<file path="config.mk">
export PLATFORM = sky130hd
export DESIGN_NAME = oxygen_cell_analyzer
export DESIGN_NICKNAME = d
export VERILOG_FILES = /design/src/rtl/ocell_pkg.sv /design/src/rtl/oxygen_cell_analyzer.sv /design/src/rtl/ocell_fifo.sv /design/src/rtl/ocell_front.sv /design/src/rtl/ocell_back.sv
export SDC_FILE = /design/constraint.sdc
export NUM_CORES = 2
export LEC_CHECK = 0
export BUFFER_PORTS_ARGS = -buffer_cell sky130_fd_sc_hd__buf_2
export CAP_MARGIN = 20
export CELL_PAD_IN_SITES_DETAIL_PLACEMENT = 0
export CELL_PAD_IN_SITES_GLOBAL_PLACEMENT = 1
export CORE_MARGIN = 1
export CORE_UTILIZATION = 51
export CTS_CLUSTER_SIZE = 25
export DETAILED_ROUTE_END_ITERATION = 8
export PLACE_DENSITY = 0.87
export SLEW_MARGIN = 20
export SYNTH_ARGS = -nofsm -noshare
export SYNTH_HDL_FRONTEND = slang
export SYNTH_SLANG_ARGS = --single-unit
</file>
<file path="constraint.sdc">
create_clock -name i_clk -period 11.3 [get_ports i_clk]
set_input_delay 0.565 -clock i_clk [delete_from_list [all_inputs] [get_ports i_clk]]
set_output_delay 0.565 -clock i_clk [all_outputs]
set_load 0.02 [all_outputs]
</file>
<file path="src/rtl/ocell_pkg.sv">
package ocell_pkg;

    // window and field widths
    localparam int WINDOW   = 3;
    localparam int SAMPLE_W = 16;
    localparam int PTR_W    = (WINDOW > 1) ? $clog2(WINDOW) : 1;
    localparam int MAG_W    = $clog2(WINDOW * 32768 + 1);
    localparam int SUM_W    = MAG_W + 1;
    localparam int LEVEL_W  = 16;
    localparam int CAL_W    = 16;
    localparam int REF_W    = 10;
    localparam int THR_W    = 14;
    localparam int DEB_W    = 16;
    localparam int ERR_W    = 17;
    localparam int TIME_W   = 32;
    localparam int ACT_W    = 16;
    localparam int O2_W     = 14;

    // level = mag / WINDOW by reciprocal multiply
    localparam int LVL_SHIFT = MAG_W + 3;
    localparam int RECIP_W   = LVL_SHIFT;
    localparam logic [RECIP_W-1:0] LVL_RECIP =
        RECIP_W'((2 ** LVL_SHIFT + WINDOW - 1) / WINDOW);

    // oxygen ratio divider
    localparam int NUM_W   = MAG_W + REF_W;
    localparam int DEN_W   = CAL_W + $clog2(WINDOW);
    localparam int LIM_W   = DEN_W + O2_W;
    localparam int DIV_W   = (NUM_W > LIM_W) ? NUM_W : LIM_W;
    localparam int QCNT_W  = $clog2(O2_W);
    localparam int O2_MAX  = 9999;
    localparam int SCALE   = WINDOW * (O2_MAX + 1);

    // button timing
    localparam int ACT_PRESS    = 17;
    localparam int ACT_HINT_MIN = 16;
    localparam int HOLD_MIN_MS  = 2;
    localparam int MS_PER_S     = 1000;

    // queue between front and back
    localparam int QUEUE_DEPTH = 2;
    localparam int QPTR_W      = (QUEUE_DEPTH > 1) ? $clog2(QUEUE_DEPTH) : 1;
    localparam int QCNT_FIFO_W = $clog2(QUEUE_DEPTH + 1);

    // ports
    localparam int IN_TDATA_W  = 56;
    localparam int OUT_TDATA_W = 56;
    localparam int CFG_IDX_W   = 3;
    localparam int CFG_DATA_W  = 17;

    localparam logic [THR_W-1:0] RST_ALARM_THR = THR_W'(400);
    localparam logic [REF_W-1:0] RST_REFERENCE = REF_W'(209);
    localparam logic [DEB_W-1:0] RST_DEBOUNCE  = DEB_W'(200);
    localparam logic [CAL_W-1:0] RST_CAL       = CAL_W'(0);
    localparam logic [ERR_W-1:0] RST_ERR_THR   = ERR_W'(8);

    typedef enum logic [CFG_IDX_W-1:0] {
        CFG_ALARM_THR = 3'd0,
        CFG_REFERENCE = 3'd1,
        CFG_DEBOUNCE  = 3'd2,
        CFG_INIT_CAL  = 3'd3,
        CFG_ERR_THR   = 3'd4
    } t_cfg_idx;

    typedef enum logic [1:0] {
        HINT_NONE = 2'd0,
        HINT_CAL  = 2'd1,
        HINT_MODE = 2'd2
    } t_hint;

    typedef enum logic [1:0] {
        F_IDLE,
        F_SUM,
        F_LVL,
        F_PUSH
    } t_front_state;

    typedef enum logic [2:0] {
        B_IDLE,
        B_MUL,
        B_SAT,
        B_DIV,
        B_OUT
    } t_back_state;

    typedef struct packed {
        logic [THR_W-1:0] alarm_thr;
        logic [REF_W-1:0] reference;
        logic [DEB_W-1:0] debounce;
        logic [ERR_W-1:0] err_thr;
    } t_cfg;

    // one classified item handed from front to back
    typedef struct packed {
        logic [MAG_W-1:0]   mag;
        logic [LEVEL_W-1:0] level;
        logic [CAL_W-1:0]   cal;
        logic               sensor_error;
        logic               mode;
        t_hint              hint;
        logic               hold;
        logic               captured;
    } t_job;

endpackage

</file>
<file path="src/rtl/oxygen_cell_analyzer.sv">
// oxygen cell analyzer: each input beat carries one cell sample, the button
// level and a millisecond timestamp, and yields exactly one output beat with
// the oxygen level in tenths of a percent (|window sum| * reference /
// (3 * calibration), truncated, saturated at 9999), the alarm and sensor
// error flags, the window average, the mode, the menu hint and the button
// actions. a front end takes one beat at a time through latch, window sum,
// level multiply and button handling, waits while the queue is full, and
// hands it through a two-entry queue to the back end, which works one beat
// at a time: pop, multiply, a saturation check, then a 14-step restoring
// divider (skipped when the result saturates), then the result register,
// which holds the beat until the output takes it. configuration is
// written through the cfg channel, which is always ready; writing
// initial_calibration also loads the calibration in use. write it only
// while no beat is in flight.
module oxygen_cell_analyzer import ocell_pkg::*; (
    input  logic                   i_clk,
    input  logic                   i_rst_n,
    input  logic                   s_axis_tvalid,
    output logic                   s_axis_tready,
    // sample[15:0], button_released[16], time_ms[48:17], zero pad above
    input  logic [IN_TDATA_W-1:0]  s_axis_tdata,
    output logic                   m_axis_tvalid,
    input  logic                   m_axis_tready,
    // o2_tenths[13:0], alarm[14], sensor_error[15], signal_level[31:16],
    // advanced_mode[32], menu_hint[34:33], hold_request[35], calibrated[36],
    // calibration_value[52:37], zero pad above
    output logic [OUT_TDATA_W-1:0] m_axis_tdata,
    input  logic                   i_cfg_valid,
    output logic                   o_cfg_ready,
    input  logic [CFG_IDX_W-1:0]   i_cfg_index,
    input  logic [CFG_DATA_W-1:0]  i_cfg_data
);

    t_cfg r_cfg;
    logic cal_load;

    // front to queue
    logic push;
    t_job front_job;
    logic q_full;

    // queue to back
    logic pop;
    t_job head_job;
    logic q_empty;

    // back results
    logic [O2_W-1:0] o2;
    logic            alarm;
    t_job            res_job;

    assign o_cfg_ready = 1'b1;
    assign cal_load    = i_cfg_valid && (t_cfg_idx'(i_cfg_index) == CFG_INIT_CAL);

    // configuration registers, unknown indexes are dropped
    always_ff @(posedge i_clk) begin
        if (!i_rst_n) begin
            r_cfg.alarm_thr <= RST_ALARM_THR;
            r_cfg.reference <= RST_REFERENCE;
            r_cfg.debounce  <= RST_DEBOUNCE;
            r_cfg.err_thr   <= RST_ERR_THR;
        end else if (i_cfg_valid) begin
            case (t_cfg_idx'(i_cfg_index))
                CFG_ALARM_THR: r_cfg.alarm_thr <= i_cfg_data[THR_W-1:0];
                CFG_REFERENCE: r_cfg.reference <= i_cfg_data[REF_W-1:0];
                CFG_DEBOUNCE:  r_cfg.debounce  <= i_cfg_data[DEB_W-1:0];
                CFG_ERR_THR:   r_cfg.err_thr   <= i_cfg_data[ERR_W-1:0];
                default:       r_cfg <= r_cfg;
            endcase
        end
    end

    ocell_front u_front (
        .i_clk       (i_clk),
        .i_rst_n     (i_rst_n),
        .i_in_valid  (s_axis_tvalid),
        .o_in_ready  (s_axis_tready),
        .i_sample    (s_axis_tdata[SAMPLE_W-1:0]),
        .i_button    (s_axis_tdata[SAMPLE_W]),
        .i_time      (s_axis_tdata[SAMPLE_W+TIME_W:SAMPLE_W+1]),
        .i_cfg       (r_cfg),
        .i_cal_load  (cal_load),
        .i_cal_value (i_cfg_data[CAL_W-1:0]),
        .o_push      (push),
        .o_job       (front_job),
        .i_full      (q_full)
    );

    ocell_fifo u_fifo (
        .i_clk   (i_clk),
        .i_rst_n (i_rst_n),
        .i_push  (push),
        .i_job   (front_job),
        .i_pop   (pop),
        .o_job   (head_job),
        .o_full  (q_full),
        .o_empty (q_empty)
    );

    ocell_back u_back (
        .i_clk       (i_clk),
        .i_rst_n     (i_rst_n),
        .i_empty     (q_empty),
        .i_job       (head_job),
        .o_pop       (pop),
        .i_cfg       (r_cfg),
        .o_res_valid (m_axis_tvalid),
        .i_res_ready (m_axis_tready),
        .o_o2        (o2),
        .o_alarm     (alarm),
        .o_job       (res_job)
    );

    // pack the result beat
    assign m_axis_tdata = {
        3'b000,
        res_job.cal,
        res_job.captured,
        res_job.hold,
        res_job.hint,
        res_job.mode,
        res_job.level,
        res_job.sensor_error,
        alarm,
        o2
    };

endmodule

</file>
<file path="src/rtl/ocell_fifo.sv">
module ocell_fifo import ocell_pkg::*; (
    input  logic i_clk,
    input  logic i_rst_n,
    input  logic i_push,
    input  t_job i_job,
    input  logic i_pop,
    output t_job o_job,
    output logic o_full,
    output logic o_empty
);

    t_job                   r_mem [QUEUE_DEPTH];
    logic [QPTR_W-1:0]      r_wr;
    logic [QPTR_W-1:0]      r_rd;
    logic [QCNT_FIFO_W-1:0] r_cnt;

    function automatic logic [QPTR_W-1:0] f_inc(input logic [QPTR_W-1:0] p);
        f_inc = (p == QPTR_W'(QUEUE_DEPTH - 1)) ? '0 : p + QPTR_W'(1);
    endfunction

    assign o_full  = (r_cnt == QCNT_FIFO_W'(QUEUE_DEPTH));
    assign o_empty = (r_cnt == '0);
    assign o_job   = r_mem[r_rd];

    always_ff @(posedge i_clk) begin
        if (!i_rst_n) begin
            r_wr  <= '0;
            r_rd  <= '0;
            r_cnt <= '0;
        end else begin
            if (i_push) begin
                r_wr <= f_inc(r_wr);
            end
            if (i_pop) begin
                r_rd <= f_inc(r_rd);
            end
            if (i_push && !i_pop) begin
                r_cnt <= r_cnt + QCNT_FIFO_W'(1);
            end else if (i_pop && !i_push) begin
                r_cnt <= r_cnt - QCNT_FIFO_W'(1);
            end
        end
    end

    always_ff @(posedge i_clk) begin
        if (i_push) begin
            r_mem[r_wr] <= i_job;
        end
    end

endmodule

</file>
<file path="src/rtl/ocell_front.sv">
module ocell_front import ocell_pkg::*; (
    input  logic                i_clk,
    input  logic                i_rst_n,
    input  logic                i_in_valid,
    output logic                o_in_ready,
    input  logic [SAMPLE_W-1:0] i_sample,
    input  logic                i_button,
    input  logic [TIME_W-1:0]   i_time,
    input  t_cfg                i_cfg,
    input  logic                i_cal_load,
    input  logic [CAL_W-1:0]    i_cal_value,
    output logic                o_push,
    output t_job                o_job,
    input  logic                i_full
);

    t_front_state r_state;
    t_front_state n_state;

    logic signed [SAMPLE_W-1:0] r_sample;
    logic                       r_button;
    logic [TIME_W-1:0]          r_time;

    logic signed [SAMPLE_W-1:0] r_win [WINDOW];
    logic signed [SAMPLE_W-1:0] n_win [WINDOW];
    logic [PTR_W-1:0]           r_ptr;
    logic [PTR_W-1:0]           n_ptr;
    logic [MAG_W-1:0]           r_mag;
    logic [MAG_W-1:0]           n_mag;
    logic [LEVEL_W-1:0]         r_level;
    logic [MAG_W+RECIP_W-1:0]   lvl_prod;

    logic [CAL_W-1:0]  r_cal;
    logic [CAL_W-1:0]  n_cal;
    logic              r_prev_btn;
    logic [TIME_W-1:0] r_press_time;
    logic [TIME_W-1:0] n_press_time;
    logic [ACT_W-1:0]  r_act;
    logic [ACT_W-1:0]  n_act;
    logic              r_mode;
    logic              n_mode;

    logic [TIME_W-1:0] since_press;
    logic [TIME_W-1:0] held;
    logic              press;
    logic              release_ok;
    logic              lt1;
    logic              lt2;
    logic              lt3;
    logic              weak_sig;
    logic [ACT_W-1:0]  act_mid;
    t_hint             hint;
    logic              hold;
    logic              captured;

    // next state
    always_comb begin
        n_state = r_state;
        case (r_state)
            F_IDLE: if (i_in_valid) n_state = F_SUM;
            F_SUM:  n_state = F_LVL;
            F_LVL:  n_state = F_PUSH;
            F_PUSH: if (!i_full) n_state = F_IDLE;
            default: n_state = F_IDLE;
        endcase
    end

    // outputs
    always_comb begin
        o_in_ready = 1'b0;
        o_push     = 1'b0;
        case (r_state)
            F_IDLE:  o_in_ready = 1'b1;
            F_PUSH:  o_push = !i_full;
            default: o_push = 1'b0;
        endcase
    end

    // window insert and magnitude of the sum
    always_comb begin
        logic signed [SUM_W-1:0] sum;
        sum = '0;
        for (int i = 0; i < WINDOW; i++) begin
            n_win[i] = (r_ptr == PTR_W'(i)) ? r_sample : r_win[i];
            sum      = sum + SUM_W'(n_win[i]);
        end
        n_mag = (sum < 0) ? MAG_W'(-sum) : MAG_W'(sum);
        n_ptr = (r_ptr == PTR_W'(WINDOW - 1)) ? '0 : r_ptr + PTR_W'(1);
    end

    assign lvl_prod = (MAG_W+RECIP_W)'(r_mag) * (MAG_W+RECIP_W)'(LVL_RECIP);

    // press, release and hint
    always_comb begin
        since_press  = r_time - r_press_time;
        press        = !r_button && r_prev_btn && (since_press > TIME_W'(i_cfg.debounce));
        n_press_time = press ? r_time : r_press_time;
        act_mid      = press ? ACT_W'(ACT_PRESS) : r_act;
        held         = r_time - n_press_time;
        lt1          = held < TIME_W'(MS_PER_S);
        lt2          = held < TIME_W'(2 * MS_PER_S);
        lt3          = held < TIME_W'(3 * MS_PER_S);
        release_ok   = (held > TIME_W'(HOLD_MIN_MS)) && r_button && !r_prev_btn;
        hold         = 1'b0;
        captured     = 1'b0;
        n_cal        = r_cal;
        n_mode       = r_mode;
        if (release_ok) begin
            if (lt1) begin
                hold    = 1'b1;
                act_mid = '0;
            end else if (lt2) begin
                n_cal    = r_level;
                captured = 1'b1;
                act_mid  = '0;
            end else if (lt3) begin
                n_mode = !r_mode;
            end
        end
        weak_sig = (ERR_W'(r_mag) < i_cfg.err_thr);
        hint = HINT_NONE;
        if (!weak_sig && lt3 && (act_mid > ACT_W'(ACT_HINT_MIN))) begin
            if (!lt2) begin
                hint = HINT_MODE;
            end else if (!lt1) begin
                hint = HINT_CAL;
            end
        end
        n_act = act_mid + ACT_W'(1);
    end

    always_comb begin
        o_job.mag          = r_mag;
        o_job.level        = r_level;
        o_job.cal          = n_cal;
        o_job.sensor_error = weak_sig || (n_cal == '0);
        o_job.mode         = n_mode;
        o_job.hint         = hint;
        o_job.hold         = hold;
        o_job.captured     = captured;
    end

    always_ff @(posedge i_clk) begin
        if (!i_rst_n) begin
            r_state      <= F_IDLE;
            r_ptr        <= '0;
            r_cal        <= RST_CAL;
            r_prev_btn   <= 1'b1;
            r_press_time <= '0;
            r_act        <= '0;
            r_mode       <= 1'b0;
            for (int i = 0; i < WINDOW; i++) begin
                r_win[i] <= '0;
            end
        end else begin
            r_state <= n_state;
            if (r_state == F_SUM) begin
                r_win <= n_win;
                r_ptr <= n_ptr;
            end
            if (o_push) begin
                r_prev_btn   <= r_button;
                r_press_time <= n_press_time;
                r_act        <= n_act;
                r_cal        <= n_cal;
                r_mode       <= n_mode;
            end
            if (i_cal_load) begin
                r_cal <= i_cal_value;
            end
        end
    end

    always_ff @(posedge i_clk) begin
        if (i_in_valid && o_in_ready) begin
            r_sample <= i_sample;
            r_button <= i_button;
            r_time   <= i_time;
        end
        if (r_state == F_SUM) begin
            r_mag <= n_mag;
        end
        if (r_state == F_LVL) begin
            r_level <= LEVEL_W'(lvl_prod >> LVL_SHIFT);
        end
    end

    a_ptr_range: assert property (@(posedge i_clk) disable iff (!i_rst_n)
        r_ptr <= PTR_W'(WINDOW - 1))
        else $error("window pointer out of range");

    a_one_action: assert property (@(posedge i_clk) disable iff (!i_rst_n)
        o_push |-> !(o_job.hold && o_job.captured))
        else $error("hold and capture on one release");

    a_capture_level: assert property (@(posedge i_clk) disable iff (!i_rst_n)
        (o_push && o_job.captured) |=> (r_cal == $past(r_level)))
        else $error("captured calibration differs from signal level");

endmodule

</file>
<file path="src/rtl/ocell_back.sv">
module ocell_back import ocell_pkg::*; (
    input  logic             i_clk,
    input  logic             i_rst_n,
    input  logic             i_empty,
    input  t_job             i_job,
    output logic             o_pop,
    input  t_cfg             i_cfg,
    output logic             o_res_valid,
    input  logic             i_res_ready,
    output logic [O2_W-1:0]  o_o2,
    output logic             o_alarm,
    output t_job             o_job
);

    t_back_state r_state;
    t_back_state n_state;

    t_job              r_job;
    logic [NUM_W-1:0]  r_num;
    logic [LIM_W-1:0]  r_lim;
    logic [DIV_W-1:0]  r_dsr;
    logic [DIV_W-1:0]  r_rem;
    logic [O2_W-1:0]   r_q;
    logic [QCNT_W-1:0] r_cnt;

    logic [NUM_W-1:0] num_c;
    logic [DEN_W-1:0] den_c;
    logic [LIM_W-1:0] lim_c;
    logic             sat;
    logic             ge;

    assign num_c = NUM_W'(r_job.mag) * NUM_W'(i_cfg.reference);
    assign den_c = DEN_W'(r_job.cal) * DEN_W'(WINDOW);
    assign lim_c = LIM_W'(r_job.cal) * LIM_W'(SCALE);
    assign sat   = DIV_W'(r_num) >= DIV_W'(r_lim);
    assign ge    = r_rem >= r_dsr;

    // next state
    always_comb begin
        n_state = r_state;
        case (r_state)
            B_IDLE: if (!i_empty) n_state = B_MUL;
            B_MUL:  n_state = B_SAT;
            B_SAT:  n_state = sat ? B_OUT : B_DIV;
            B_DIV:  if (r_cnt == '0) n_state = B_OUT;
            B_OUT:  if (i_res_ready) n_state = B_IDLE;
            default: n_state = B_IDLE;
        endcase
    end

    // outputs
    always_comb begin
        o_pop       = 1'b0;
        o_res_valid = 1'b0;
        case (r_state)
            B_IDLE:  o_pop = !i_empty;
            B_OUT:   o_res_valid = 1'b1;
            default: o_pop = 1'b0;
        endcase
    end

    assign o_o2    = r_q;
    assign o_alarm = r_q > i_cfg.alarm_thr;
    assign o_job   = r_job;

    always_ff @(posedge i_clk) begin
        if (!i_rst_n) begin
            r_state <= B_IDLE;
        end else begin
            r_state <= n_state;
        end
    end

    // job capture, multiply, saturation check and restoring divide, one quotient bit a cycle
    always_ff @(posedge i_clk) begin
        if (o_pop) begin
            r_job <= i_job;
        end
        case (r_state)
            B_MUL: begin
                r_num <= num_c;
                r_lim <= lim_c;
                r_dsr <= DIV_W'(den_c) << (O2_W - 1);
            end
            B_SAT: begin
                r_rem <= DIV_W'(r_num);
                r_q   <= sat ? O2_W'(O2_MAX) : '0;
                r_cnt <= QCNT_W'(O2_W - 1);
            end
            B_DIV: begin
                if (ge) begin
                    r_rem <= r_rem - r_dsr;
                end
                r_q   <= {r_q[O2_W-2:0], ge};
                r_dsr <= r_dsr >> 1;
                r_cnt <= r_cnt - QCNT_W'(1);
            end
            default: r_cnt <= r_cnt;
        endcase
    end

    a_o2_bound: assert property (@(posedge i_clk) disable iff (!i_rst_n)
        o_res_valid |-> (r_q <= O2_W'(O2_MAX)))
        else $error("oxygen result above saturation");

    a_zero_cal: assert property (@(posedge i_clk) disable iff (!i_rst_n)
        (o_res_valid && (r_job.cal == '0)) |-> (r_q == O2_W'(O2_MAX)))
        else $error("zero calibration not saturated");

    a_div_end: assert property (@(posedge i_clk) disable iff (!i_rst_n)
        (r_state == B_DIV && r_cnt == '0) |=> (r_state == B_OUT))
        else $error("divider did not finish");

endmodule

</file>
==> results.py <==
metrics = {
    "yosys": {
        "yosysTopAreaCell": "edfxtp_1",
        "yosysWarnings": 0,
        "syn_avg_cell_area_um2": 10.2,
        "ys_seq_area_frac": 0.356,
        "synth_top_area_frac": 0.270,
        "async_flop_share": 0,
        "yosys-top-cells-area": "edfxtp_1, fa_1, ha_1",
        "ys_ff_latch": 564,
        "synth_cells": 4183,
        "ys_types": 88,
        "synth_ff_type": "edfxtp_1",
        "synth_edf_count": 382,
        "synth_area_um2": 42500,
    },
    "sta": {
        "max_freq_mhz": 99.5,
        "whs_ps": 103,
        "drv_slew": 0,
        "hold_viol_final": 0,
        "max_slew_margin": 0.301,
        "finalCritPeriodShare": 0.889,
        "rsz0062_at_grt": "false",
        "tightest_slew_ps": 1050,
        "finalSetupViolCount": 0,
        "fin_setup_tns_ps": 0,
        "post-route-min-period_ps": 10050,
        "setup_ws_ps": 1250,
        "skew_ps": 47.0,
    },
    "global_routing": {
        "grt_antenna_before_repair": 4,
        "busiest_layer": "met2",
        "grtUsageTotal": 0.234,
        "grt_max_degree": 91,
        "overflow": 0,
        "grt_pass1_vias": 29900,
        "met1_usage": 0.315,
        "use_met3": 0.0344,
        "gr-usage-met2": 0.397,
        "grt_pass1_wl_um": 159000,
    },
    "critical_path": {
        "slowest_stage": "nor2_2",
        "critPathArrivalTime_ps": 10500,
        "endpoint_kind": "flop",
        "start_kind": "flop",
        "max_stage_delay_ps": 550,
        "cpMostUsedCell": "a21oi_1",
        "crit_fanout": 32,
        "crit_required_ps": 11760,
        "path_class": "flop to flop",
    },
    "floorplanning": {
        "fp.dieH_um": 291,
        "pin_count": 140,
        "die_x_um": 291,
        "die-area_um2": 84500,
        "core_um2": 82200,
        "start_util": 0.517,
        "num_rows": 105,
    },
    "detailed_routing": {
        "via_per_inst": 5.59,
        "wl_per_cell_um": 18.3,
        "drc": 0,
        "final_antenna_net_count": 0,
        "num_vias": 29900,
        "drt_pass1_iterations": 6,
        "routed_wirelength_um": 98000,
        "first_iter_violations": 1789,
    },
    "clock_tree": {
        "cts_tree": "built",
        "clk_latency_ps": 630,
        "htree_num_levels": 3,
        "cts_resized": 0,
        "holdBufCountCts": 0,
        "cts_setup_buffers": 0,
        "clock-sinks": 564,
        "clk_pin_slew_ps": 60,
        "cts-root-buf": "clkbuf_16",
        "clock_path_buffers": 3,
        "numCtsBuffers": 68,
    },
    "layout": {
        "area.sequential_um2": 15100,
        "drive_above_1_share": 0.101,
        "multi_input_area_um2": 24900,
        "fill_cells": 7023,
        "final_nets": 5035,
        "syn_to_final_growth_pct": 9.26,
        "fin_util": 0.565,
    },
    "flow_run": {
        "cap_violations": 0,
    },
    "worst_hold_path": {
        "min_path_type": "input pin to flop",
    },
    "place": {
        "portBuffers": 128,
        "place_hpwl_um": 73300,
        "place_ws_ps": 1310,
        "place_congestion": 0.908,
    },
    "status": {
        "outcome": "finished clean",
    },
}
[stage by stage]
stage,cell area (um2),instances
2_1_floorplan,42500,4185
3_5_place_dp,43900,5225
4_1_cts,46400,5350
3_3_place_gp,43900,5224
6_report,46400,5351
5_1_grt,46400,5350
[Yosys cell counts, types with 43 or more instances]
cell type / number
buf_4: 43
a21o_1: 83
fa_1: 284
ha_1: 445
xor2_1: 64
nor3_1: 55
and2_1: 88
edfxtp_1: 382
mux2i_1: 59
xnor2_1: 98
dfxtp_1: 182
o21ai_0: 137
mux2_2: 118
a21oi_1: 308
nand2_1: 449
inv_1: 453
nand3_1: 61
nor2_1: 241
clkbuf_1: 124
[layout make-up]
cell class	instances	share of cell area
Multi-Input combinational cell	2986	0.536
Sequential cell	564	0.325
Clock buffer	87	0.0395
Inverter	453	0.0367
Tap cell	1070	0.0288
Antenna cell	1	0.0000539
Clock inverter	38	0.0151
Timing Repair Buffer	152	0.0181
[layer usage]
metal	up-vias	wire (um)
li1	14500	-
met1	14400	43800
met2	785	46700
met3	123	5570
met4	4	1820
met5	-	17
[cell usage in the layout, fill, tap and decap left out, types with 83 or more instances in the layout]
| cell type | instances |
|---|---|
| edfxtp_1 | 382 |
| buf_2 | 128 |
| and2_1 | 87 |
| xnor2_1 | 98 |
| inv_1 | 451 |
| nand2_1 | 448 |
| a21oi_1 | 308 |
| nor2_1 | 239 |
| a21o_1 | 83 |
| o21ai_0 | 137 |
| fa_1 | 284 |
| ha_1 | 444 |
| dfxtp_1 | 181 |
| mux2_2 | 118 |
[kinds of logic (layout without fill, tap and decap cells)]
family / Yosys count / in the layout / synth area share
other: 2 / 5 / 0.000177
buffers and inverters: 635 / 730 / 0.0600
AO/OA/AOI/OAI: 774 / 774 / 0.113
XOR/XNOR: 162 / 162 / 0.0334
multiplexers: 184 / 184 / 0.0470
flip-flops: 564 / 564 / 0.356
adder cells (fa/ha/maj): 729 / 729 / 0.265
AND/OR/NAND/NOR: 1133 / 1133 / 0.126
[worst paths after layout]
| check | from | end | slack (ps) | cells past startpoint |
|---|---|---|---|---|
| worst max-delay path | u_front.r_time[4] | u_front.r_act[14] | 1250 | 41 |
| worst min-delay path | s_axis_tdata[23] | u_front.r_time[6] | 100 | 1 |
| worst max register to register | u_front.r_time[4] | u_front.r_act[14] | 1250 | 41 |
| worst min register to register | u_front.r_win[19] | u_front.r_win[19] | 450 | 2 |
[registers in the layout, indices dropped and copies added, names as in the netlist, 4 cells and up]
name                  flops
u_back.r_rem             32
u_front.r_time           32
u_front.r_cal            16
u_front.r_win            48
u_front.r_sample         16
u_front.r_level          16
r_cfg                    57
u_fifo.r_mem            110
u_front.r_act            16
u_front.r_mag            17
u_back.o_job             55
u_front.r_press_time     32
u_back.r_num             27
u_back.o_o2              14
u_back.r_cnt              4
u_back.r_lim             27
u_back.r_dsr             31
[worst max-delay path, delay by kind of cell, from the launching register on]
kind                     cells  cell delay (ps)
AND/OR/NAND/NOR             17             4010
buffers and inverters        2              260
flip-flops                   1              460
XOR/XNOR                     2              440
adder cells (fa/ha/maj)      4             1340
AO/OA/AOI/OAI               16             3330
Power is left out: the tool's default activity adds up to more than one toggle a clock period on the data nets, which glitch-free logic cannot reach.
